===== src/rtl/bcsm_pkg.sv =====
// Package for the battery charger state machine: state, request and reason codes,
// the charger type count, a kind check and the structs passed between modules. No dependencies.
`timescale 1ns / 1ps

package bcsm_pkg;

    localparam int unsigned CHARGER_TYPES = 8;

    localparam logic [2:0] ST_DISCHG   = 3'd0;
    localparam logic [2:0] ST_CHG      = 3'd1;
    localparam logic [2:0] ST_STOP     = 3'd2;
    localparam logic [2:0] ST_FULL     = 3'd3;
    localparam logic [2:0] ST_KEEP     = 3'd4;
    localparam logic [2:0] ST_KEEPSTOP = 3'd5;

    localparam logic [1:0] REQ_CABLE  = 2'd0;
    localparam logic [1:0] REQ_STOP   = 2'd1;
    localparam logic [1:0] REQ_RESUME = 2'd2;
    localparam logic [1:0] REQ_DROP   = 2'd3;

    localparam logic [3:0] KIND_NONE   = 4'd0;
    localparam logic [3:0] RSN_NONE    = 4'd0;
    localparam logic [3:0] RSN_DONE    = 4'd1;
    localparam logic [3:0] RSN_BANK    = 4'd2;
    localparam logic [3:0] RSN_BALANCE = 4'd3;

    typedef struct packed {
        logic [1:0] req_type;
        logic [3:0] charger_kind;
        logic [3:0] stop_reason;
    } event_t;

    typedef struct packed {
        logic [2:0] charge_state;
        logic [3:0] active_charger;
        logic [3:0] last_reason;
    } status_t;

    typedef struct packed {
        status_t    status;
        logic       state_changed;
    } result_t;

    function automatic logic kind_valid(input logic [3:0] kind);
        return (kind != KIND_NONE) && ({1'b0, kind} < 5'(CHARGER_TYPES));
    endfunction

endpackage


===== src/rtl/bcsm_transition.sv =====
// Transition logic of the charger state machine: one event and the current
// status in, the status after the event and a changed flag out. Uses bcsm_pkg.
`timescale 1ns / 1ps

module bcsm_transition (
    input  bcsm_pkg::status_t cur,
    input  bcsm_pkg::event_t  ev,
    input  logic              charge_mode_enabled,
    output bcsm_pkg::result_t res
);

    logic ev_out;
    logic ev_in;
    logic ev_done;
    logic ev_stop;
    logic ev_resume;
    logic ev_drop;
    logic bank;
    logic chg_valid;

    always_comb
    begin
        ev_out    = (ev.req_type == bcsm_pkg::REQ_CABLE) &&
                    (ev.charger_kind == bcsm_pkg::KIND_NONE);
        ev_in     = (ev.req_type == bcsm_pkg::REQ_CABLE) &&
                    bcsm_pkg::kind_valid(ev.charger_kind);
        ev_done   = (ev.req_type == bcsm_pkg::REQ_STOP) &&
                    (ev.stop_reason == bcsm_pkg::RSN_DONE);
        ev_stop   = (ev.req_type == bcsm_pkg::REQ_STOP) &&
                    (ev.stop_reason != bcsm_pkg::RSN_DONE);
        ev_resume = (ev.req_type == bcsm_pkg::REQ_RESUME);
        ev_drop   = (ev.req_type == bcsm_pkg::REQ_DROP);
        bank      = (ev.stop_reason == bcsm_pkg::RSN_BANK) ||
                    (ev.stop_reason == bcsm_pkg::RSN_BALANCE);
        chg_valid = bcsm_pkg::kind_valid(cur.active_charger);
    end

    always_comb
    begin
        res.status        = cur;
        res.state_changed = 1'b0;
        unique case (cur.charge_state)
            bcsm_pkg::ST_DISCHG:
            begin
                if (ev_in)
                begin
                    res.status = '{bcsm_pkg::ST_CHG, ev.charger_kind, bcsm_pkg::RSN_NONE};
                    res.state_changed = 1'b1;
                end
            end
            bcsm_pkg::ST_CHG:
            begin
                if (ev_out)
                begin
                    res.status = '{bcsm_pkg::ST_DISCHG, bcsm_pkg::KIND_NONE,
                                   bcsm_pkg::RSN_NONE};
                    res.state_changed = 1'b1;
                end
                else if (ev_done)
                begin
                    res.status = '{bcsm_pkg::ST_FULL, cur.active_charger, bcsm_pkg::RSN_NONE};
                    res.state_changed = 1'b1;
                end
                else if (ev_stop)
                begin
                    res.status = '{bcsm_pkg::ST_STOP, cur.active_charger, ev.stop_reason};
                    res.state_changed = 1'b1;
                end
                else if (ev_in && charge_mode_enabled)
                begin
                    res.status = '{bcsm_pkg::ST_CHG, ev.charger_kind, bcsm_pkg::RSN_NONE};
                    res.state_changed = 1'b1;
                end
            end
            bcsm_pkg::ST_STOP:
            begin
                if (ev_out)
                begin
                    res.status = '{bcsm_pkg::ST_DISCHG, bcsm_pkg::KIND_NONE,
                                   bcsm_pkg::RSN_NONE};
                    res.state_changed = 1'b1;
                end
                else if (ev_resume)
                begin
                    res.status = '{bcsm_pkg::ST_CHG, cur.active_charger, bcsm_pkg::RSN_NONE};
                    res.state_changed = 1'b1;
                end
            end
            bcsm_pkg::ST_FULL, bcsm_pkg::ST_KEEPSTOP:
            begin
                if (ev_out)
                begin
                    res.status = '{bcsm_pkg::ST_DISCHG, bcsm_pkg::KIND_NONE,
                                   bcsm_pkg::RSN_NONE};
                    res.state_changed = 1'b1;
                end
                else if (ev_resume)
                begin
                    res.status = '{bcsm_pkg::ST_KEEP, cur.active_charger, bcsm_pkg::RSN_NONE};
                    res.state_changed = 1'b1;
                end
                else if (ev_stop && bank)
                begin
                    res.status = '{bcsm_pkg::ST_STOP, cur.active_charger, ev.stop_reason};
                    res.state_changed = 1'b1;
                end
                else if (ev_drop && chg_valid)
                begin
                    res.status = '{bcsm_pkg::ST_CHG, cur.active_charger, bcsm_pkg::RSN_NONE};
                    res.state_changed = 1'b1;
                end
            end
            bcsm_pkg::ST_KEEP:
            begin
                if (ev_out)
                begin
                    res.status = '{bcsm_pkg::ST_DISCHG, bcsm_pkg::KIND_NONE,
                                   bcsm_pkg::RSN_NONE};
                    res.state_changed = 1'b1;
                end
                else if (ev_done)
                begin
                    res.status = '{bcsm_pkg::ST_FULL, cur.active_charger, bcsm_pkg::RSN_NONE};
                    res.state_changed = 1'b1;
                end
                else if (ev_stop)
                begin
                    res.status = '{(bank ? bcsm_pkg::ST_STOP : bcsm_pkg::ST_KEEPSTOP),
                                   cur.active_charger, ev.stop_reason};
                    res.state_changed = 1'b1;
                end
                else if (ev_drop && chg_valid)
                begin
                    res.status = '{bcsm_pkg::ST_CHG, cur.active_charger, bcsm_pkg::RSN_NONE};
                    res.state_changed = 1'b1;
                end
            end
            default:
            begin
                res.status        = cur;
                res.state_changed = 1'b0;
            end
        endcase
    end

endmodule


===== src/rtl/battery_charging_state_machine_core.sv =====
// Battery charger state machine: one event per cycle while the output is not stalled.
// The event is registered, decoded against the stored state, which updates the
// state registers, and the result goes to an output register; the block can take
// a new event while the previous result waits in the output register.
// The charge mode register is written through cfg_wr_en and cfg_wr_data.
// Top level; uses bcsm_pkg and bcsm_transition.
`timescale 1ns / 1ps

module battery_charging_state_machine_core (
    input  logic        clk,
    input  logic        rst_n,
    input  logic        cfg_wr_en,
    input  logic        cfg_wr_data,
    input  logic        s_tvalid,
    output logic        s_tready,
    input  logic [7:0]  s_tdata,   // charger_kind[3:0], stop_reason[7:4]
    input  logic [1:0]  s_tuser,   // req_type[1:0]
    output logic        m_tvalid,
    input  logic        m_tready,
    output logic [15:0] m_tdata    // charge_state, active_charger, last_reason,
                                   // state_changed, zero padding
);

    logic               mode_reg;
    logic               in_valid_reg;
    bcsm_pkg::event_t   in_event_reg;
    bcsm_pkg::status_t  status_reg;
    logic               out_valid_reg;
    logic [15:0]        out_data_reg;
    logic               advance;
    logic               fire;
    bcsm_pkg::result_t  res;

    assign advance  = !out_valid_reg || m_tready;
    assign fire     = in_valid_reg && advance;
    assign s_tready = !in_valid_reg || advance;
    assign m_tvalid = out_valid_reg;
    assign m_tdata  = out_data_reg;

    bcsm_transition u_transition (
        .cur                 (status_reg),
        .ev                  (in_event_reg),
        .charge_mode_enabled (mode_reg),
        .res                 (res)
    );

    always_ff @(posedge clk or negedge rst_n)
    begin
        if (!rst_n)
        begin
            mode_reg      <= 1'b0;
            in_valid_reg  <= 1'b0;
            out_valid_reg <= 1'b0;
            status_reg    <= '{bcsm_pkg::ST_DISCHG, bcsm_pkg::KIND_NONE, bcsm_pkg::RSN_NONE};
        end
        else
        begin
            if (cfg_wr_en)
            begin
                mode_reg <= cfg_wr_data;
            end
            if (s_tready)
            begin
                in_valid_reg <= s_tvalid;
            end
            if (advance)
            begin
                out_valid_reg <= in_valid_reg;
            end
            if (fire)
            begin
                status_reg <= res.status;
            end
        end
    end

    always_ff @(posedge clk)
    begin
        if (s_tready && s_tvalid)
        begin
            in_event_reg <= '{s_tuser, s_tdata[3:0], s_tdata[7:4]};
        end
        if (fire)
        begin
            out_data_reg <= {4'b0000, res.state_changed, res.status.last_reason,
                             res.status.active_charger, res.status.charge_state};
        end
    end

endmodule


===== config.mk =====
export PLATFORM = sky130hd
export DESIGN_NAME = battery_charging_state_machine_core
export DESIGN_NICKNAME = d
export VERILOG_FILES = /design/src/rtl/bcsm_pkg.sv /design/src/rtl/bcsm_transition.sv /design/src/rtl/battery_charging_state_machine_core.sv
export SDC_FILE = /design/constraint.sdc
export NUM_CORES = 1
export LEC_CHECK = 0
export BUFFER_PORTS_ARGS = -buffer_cell sky130_fd_sc_hd__buf_2
export CORE_ASPECT_RATIO = 0.6
export CORE_MARGIN = 1.5
export CORE_UTILIZATION = 45
export DETAILED_ROUTE_END_ITERATION = 6
export PLACE_DENSITY_LB_ADDON = 0.05
export SLEW_MARGIN = 20
export SYNTH_ARGS = -nofsm -noshare
export SYNTH_HDL_FRONTEND = slang
export SYNTH_HIERARCHICAL = 1
export SYNTH_SLANG_ARGS = --single-unit
export TNS_END_PERCENT = 100

===== constraint.sdc =====
create_clock -name clk -period 4.3 [get_ports clk]
set_input_delay 0.645 -clock clk [delete_from_list [all_inputs] [get_ports clk]]
set_output_delay 0.645 -clock clk [all_outputs]
set_load 0.01 [all_outputs]

==> results by group <==
Routing
  • Via/cell ratio: 5.96
  • Sum of routed wire length over all layers: 4640 um
  • Number of routed nets with antenna violations: 0
  • Via count: 1602
  • Number of iterations in the first detailed-routing pass: 5
  • Iteration-0 DRC Markers: 140
  • DRC: 0
  • Routed WL per cell: 17.2 um

STA
  • Setup TNS: 0 ps
  • Final critical-path share of the clock period: 52.3%
  • Slew margin rel.: 61.2%
  • Number of max-slew violations in the final report: 0
  • Setup ws final: 2050 ps
  • Final Critical Period: 2250 ps
  • Final setup violating endpoints: 0
  • Final setup skew: 1.87 ps
  • Unrepaired setup endpoints after global routing: false
  • Final hold violations: 0
  • Max Clk Rate: 445 MHz
  • Slew at the pin closest to its max-slew limit: 582 ps

Yosys
  • Synthesized-area fraction occupied by adder cells: 0%
  • Complex-gate fraction of the synthesized area: 18.9%
  • Mean post-synth cell area: 11.4 um2
  • Multiplexer fraction of the synthesized cell area: 8.17%
  • Area of the mapped netlist: 2070 um2
  • Share of the synthesized netlist area taken by xor and xnor gates: 0%
  • Simple-Gate Fraction of Synth Area: 18.4%
  • Synthesized flop and latch total: 36
  • Synth Warn #: 6
  • Main combinational cell family by area after synthesis: compound AO/OA/AOI/OAI gates
  • Share of flip-flops with an asynchronous set or reset after synthesis: 38.9%
  • Most used flip-flop cell after synthesis: sky130_fd_sc_hd__edfxtp_1
  • Sequential area share after synthesis: 48.9%
  • Count of different cell masters after synthesis: 58
  • Number of synthesized flops with an enable pin: 22
  • Number of instances in the synthesized netlist: 182

Setup path
  • Startpoint kind of the worst setup timing path: flip-flop
  • Worst path slowest cell: sky130_fd_sc_hd__edfxtp_1
  • Kind of critical path: flip-flop to flip-flop
  • Largest stage delay on the critical path: 550 ps
  • Worst path required time: 4480 ps
  • Sequence of cells on the critical path: nor3_4, nand2_2, a22oi_1, nand3_1, a22o_1, mux2_2
  • Worst-path maximum fanout: 9
  • WP data arrival: 2420 ps
  • Capturing element type of the critical path: flip-flop

Place
  • Setup slack at placement: 2120 ps
  • Post-detailed-placement half-perimeter wirelength: 3330 um
  • Port Buffers: 29
  • GPL Wtd Cong: 0.944
  • Cell count after placement: 261

Finish
  • Count of placed standard cells in the final layout, fillers left out: 269
  • Final-stage net count: 224
  • Number of flip-flops in the largest register: 12
  • N_diodes: 0
  • Share of final-layout standard cells stronger than drive strength 1: 28.7%
  • Area growth from synthesis to layout: 10.9%

Floorplan
  • I/O pins: 34
  • Core ar.: 4260 um2
  • Site row count: 18
  • Horizontal die dimension: 90.5 um
  • Effective utilization at floorplan: 48.6%
  • Die outline height: 55.5 um
  • Die ar.: 5020 um2

CTS
  • Master cell of the clock root buffer: sky130_fd_sc_hd__clkbuf_8
  • Clock tree from TritonCTS: yes
  • Number of buffers on the longest clock path: 2
  • # resized after CTS: 0
  • Clock-pin transition on the worst setup and hold timing paths: 70 ps
  • Total clock buffers created by CTS: 5
  • CTS sink cnt: 36
  • Deepest level of the CTS H-tree: 2
  • Setup Buffers After CTS: 0
  • Hold_buf cts: 0
  • Clock Latency Late Sink: 290 ps

Pwr
  • Seq pwr share: 44.7%
  • Share of total power consumed by net switching: 37.9%
  • Power Dens Cells: 556 nW/um2
  • Clock network fraction of total power: 18.3%
  • Leak Pwr: 0.927 nW
  • Power share of the combinational group: 37.1%
  • Cell-internal power: 0.791 mW
  • Switching power: 0.483 mW
  • Peak supply drop: 225 uV

GRT
  • Met3 usage in global routing: 5.23%
  • Met2 track demand over resource: 26.6%
  • Vias in the first global route: 1482
  • First-pass GRT wire length: 7580 um
  • Global router's overall resource usage: 19.8%
  • Number of antenna violations at the first check in global routing: 0
  • Remaining global-route overflow: 0
  • Pin count of the biggest net entering global routing: 21
  • Most used routing layer in global routing: met1
  • Met1 routing resource usage after global routing: 29.1%

Status
  • Status: finished clean

Hold path
  • Classification of the worst-slack hold path: primary input to asynchronous set/reset pin

Run
  • Max-cap violations: 0
[power by group through the flow]
| stage | sequential, mW | combinational, mW | clock [mW] |
|---|---|---|---|
| floorplan | 0.530 | 0.384 | 0 |
| global placement | 0.569 | 0.461 | 0 |
| detailed placement | 0.572 | 0.461 | 0 |
| CTS | 0.566 | 0.465 | 0.235 |
| global route | 0.582 | 0.514 | 0.251 |
| finish | 0.569 | 0.472 | 0.233 |
[final timing paths]
path | from | endpoint | slack [ps] | cells after the start
worst max-delay path | in_event_reg[9] | status_reg[3] | 2050 | 6
worst min-delay path | rst_n | status_reg[7] | 260 | 1
worst max register to register | in_event_reg[9] | status_reg[3] | 2050 | 6
worst min register to register | status_reg[2] | status_reg[2] | 530 | 1
max in group asynchronous | rst_n | status_reg[0] | 3780 | 1
min in group clk | s_tdata[3] | in_event_reg[7] | 520 | 1
[cell usage after synthesis (2+ instances only)]
library cell | instances | area share (%)
sky130_fd_sc_hd__nor2_1 | 14 | 2.5
sky130_fd_sc_hd__nand2b_1 | 5 | 1.5
sky130_fd_sc_hd__mux2_2 | 3 | 1.6
sky130_fd_sc_hd__o21a_1 | 2 | 0.73
sky130_fd_sc_hd__nand2_1 | 13 | 2.4
sky130_fd_sc_hd__and2_1 | 4 | 1.2
sky130_fd_sc_hd__a2bb2oi_1 | 2 | 0.85
sky130_fd_sc_hd__dfrtp_1 | 14 | 17
sky130_fd_sc_hd__nor2b_1 | 2 | 0.61
sky130_fd_sc_hd__buf_4 | 4 | 1.5
sky130_fd_sc_hd__edfxtp_1 | 22 | 32
sky130_fd_sc_hd__nand3_1 | 4 | 0.97
sky130_fd_sc_hd__o221ai_1 | 3 | 1.3
sky130_fd_sc_hd__or3_1 | 2 | 0.61
sky130_fd_sc_hd__a21oi_1 | 6 | 1.5
sky130_fd_sc_hd__mux2_4 | 9 | 6.5
sky130_fd_sc_hd__a31oi_1 | 4 | 1.2
sky130_fd_sc_hd__o21ai_0 | 7 | 1.7
sky130_fd_sc_hd__o211ai_1 | 3 | 1.1
sky130_fd_sc_hd__buf_2 | 2 | 0.48
sky130_fd_sc_hd__nand4_1 | 5 | 1.5
sky130_fd_sc_hd__clkbuf_1 | 3 | 0.54
sky130_fd_sc_hd__a211oi_1 | 2 | 0.73
sky130_fd_sc_hd__buf_6 | 3 | 1.6
sky130_fd_sc_hd__nor3_1 | 2 | 0.48
sky130_fd_sc_hd__a22oi_1 | 3 | 1.1
sky130_fd_sc_hd__inv_1 | 5 | 0.91
sky130_fd_sc_hd__a22o_1 | 2 | 0.85
sky130_fd_sc_hd__a32oi_1 | 3 | 1.3
[placed cells by master (no fill, tap or decap), types with 4 or more instances in the layout]
cell type                  synthesis  final
sky130_fd_sc_hd__a31oi_1           4      4
sky130_fd_sc_hd__edfxtp_1         22     22
sky130_fd_sc_hd__nand3_1           4      4
sky130_fd_sc_hd__o21ai_0           7      7
sky130_fd_sc_hd__dfrtp_1          14     14
sky130_fd_sc_hd__inv_1             5      5
sky130_fd_sc_hd__conb_1            1      4
sky130_fd_sc_hd__buf_2             2     29
sky130_fd_sc_hd__nor2_1           14     14
sky130_fd_sc_hd__nand4_1           5      5
sky130_fd_sc_hd__clkbuf_8          0      5
sky130_fd_sc_hd__nand2_1          13     13
sky130_fd_sc_hd__a21oi_1           6      6
sky130_fd_sc_hd__and2_1            4      4
sky130_fd_sc_hd__mux2_4            9      9
sky130_fd_sc_hd__nand2b_1          5      5
[logic make-up after synthesis]
family	count (synthesis)
muxes	12
DFF	36
buffers and inverters	19
AOI/OAI and AO/OA	51
and+or+nand+nor	63
other	1
[per-layer routing]
layer,wire length [um],part of all wire (%)
met4,97,2.1
met1,2230,48
met2,1920,41
met5,0,0
met3,392,8.5
[final cells by class]
cell class                 instances  area [um2]
timing repair buffer              29         145
sequential                        36        1010
clock inverter                     3        13.8
clock buffer                       5        68.8
fill                             392        1960
multi-input combinational        130         956
inverter                           6        22.5
tap                               60        75.1
[per-stage QoR]
| step | total power, mW | hold WS (ps) | instance area [um2] | util (%) |
|---|---|---|---|---|
| 5_1_grt | 1.35 | 274 | 2290 | 53.9 |
| 3_3_place_gp | 1.03 | 506 | 2210 | 51.9 |
| 3_5_place_dp | 1.03 | 510 | 2210 | 51.9 |
| 4_1_cts | 1.27 | 265 | 2290 | 53.9 |
| 2_1_floorplan | 0.913 | 349 | 2080 | - |
| 6_report | 1.27 | 257 | 2290 | 53.9 |
[worst max-delay path, delay by kind of cell (launching register included)]
kind / cells / cell delay [ps]
multiplexers: 1 / 270
AO/OA/AOI/OAI: 2 / 540
AND/OR/NAND/NOR: 3 / 770
flip-flops: 1 / 550
Note: power is estimated with default switching activity, not from simulation.
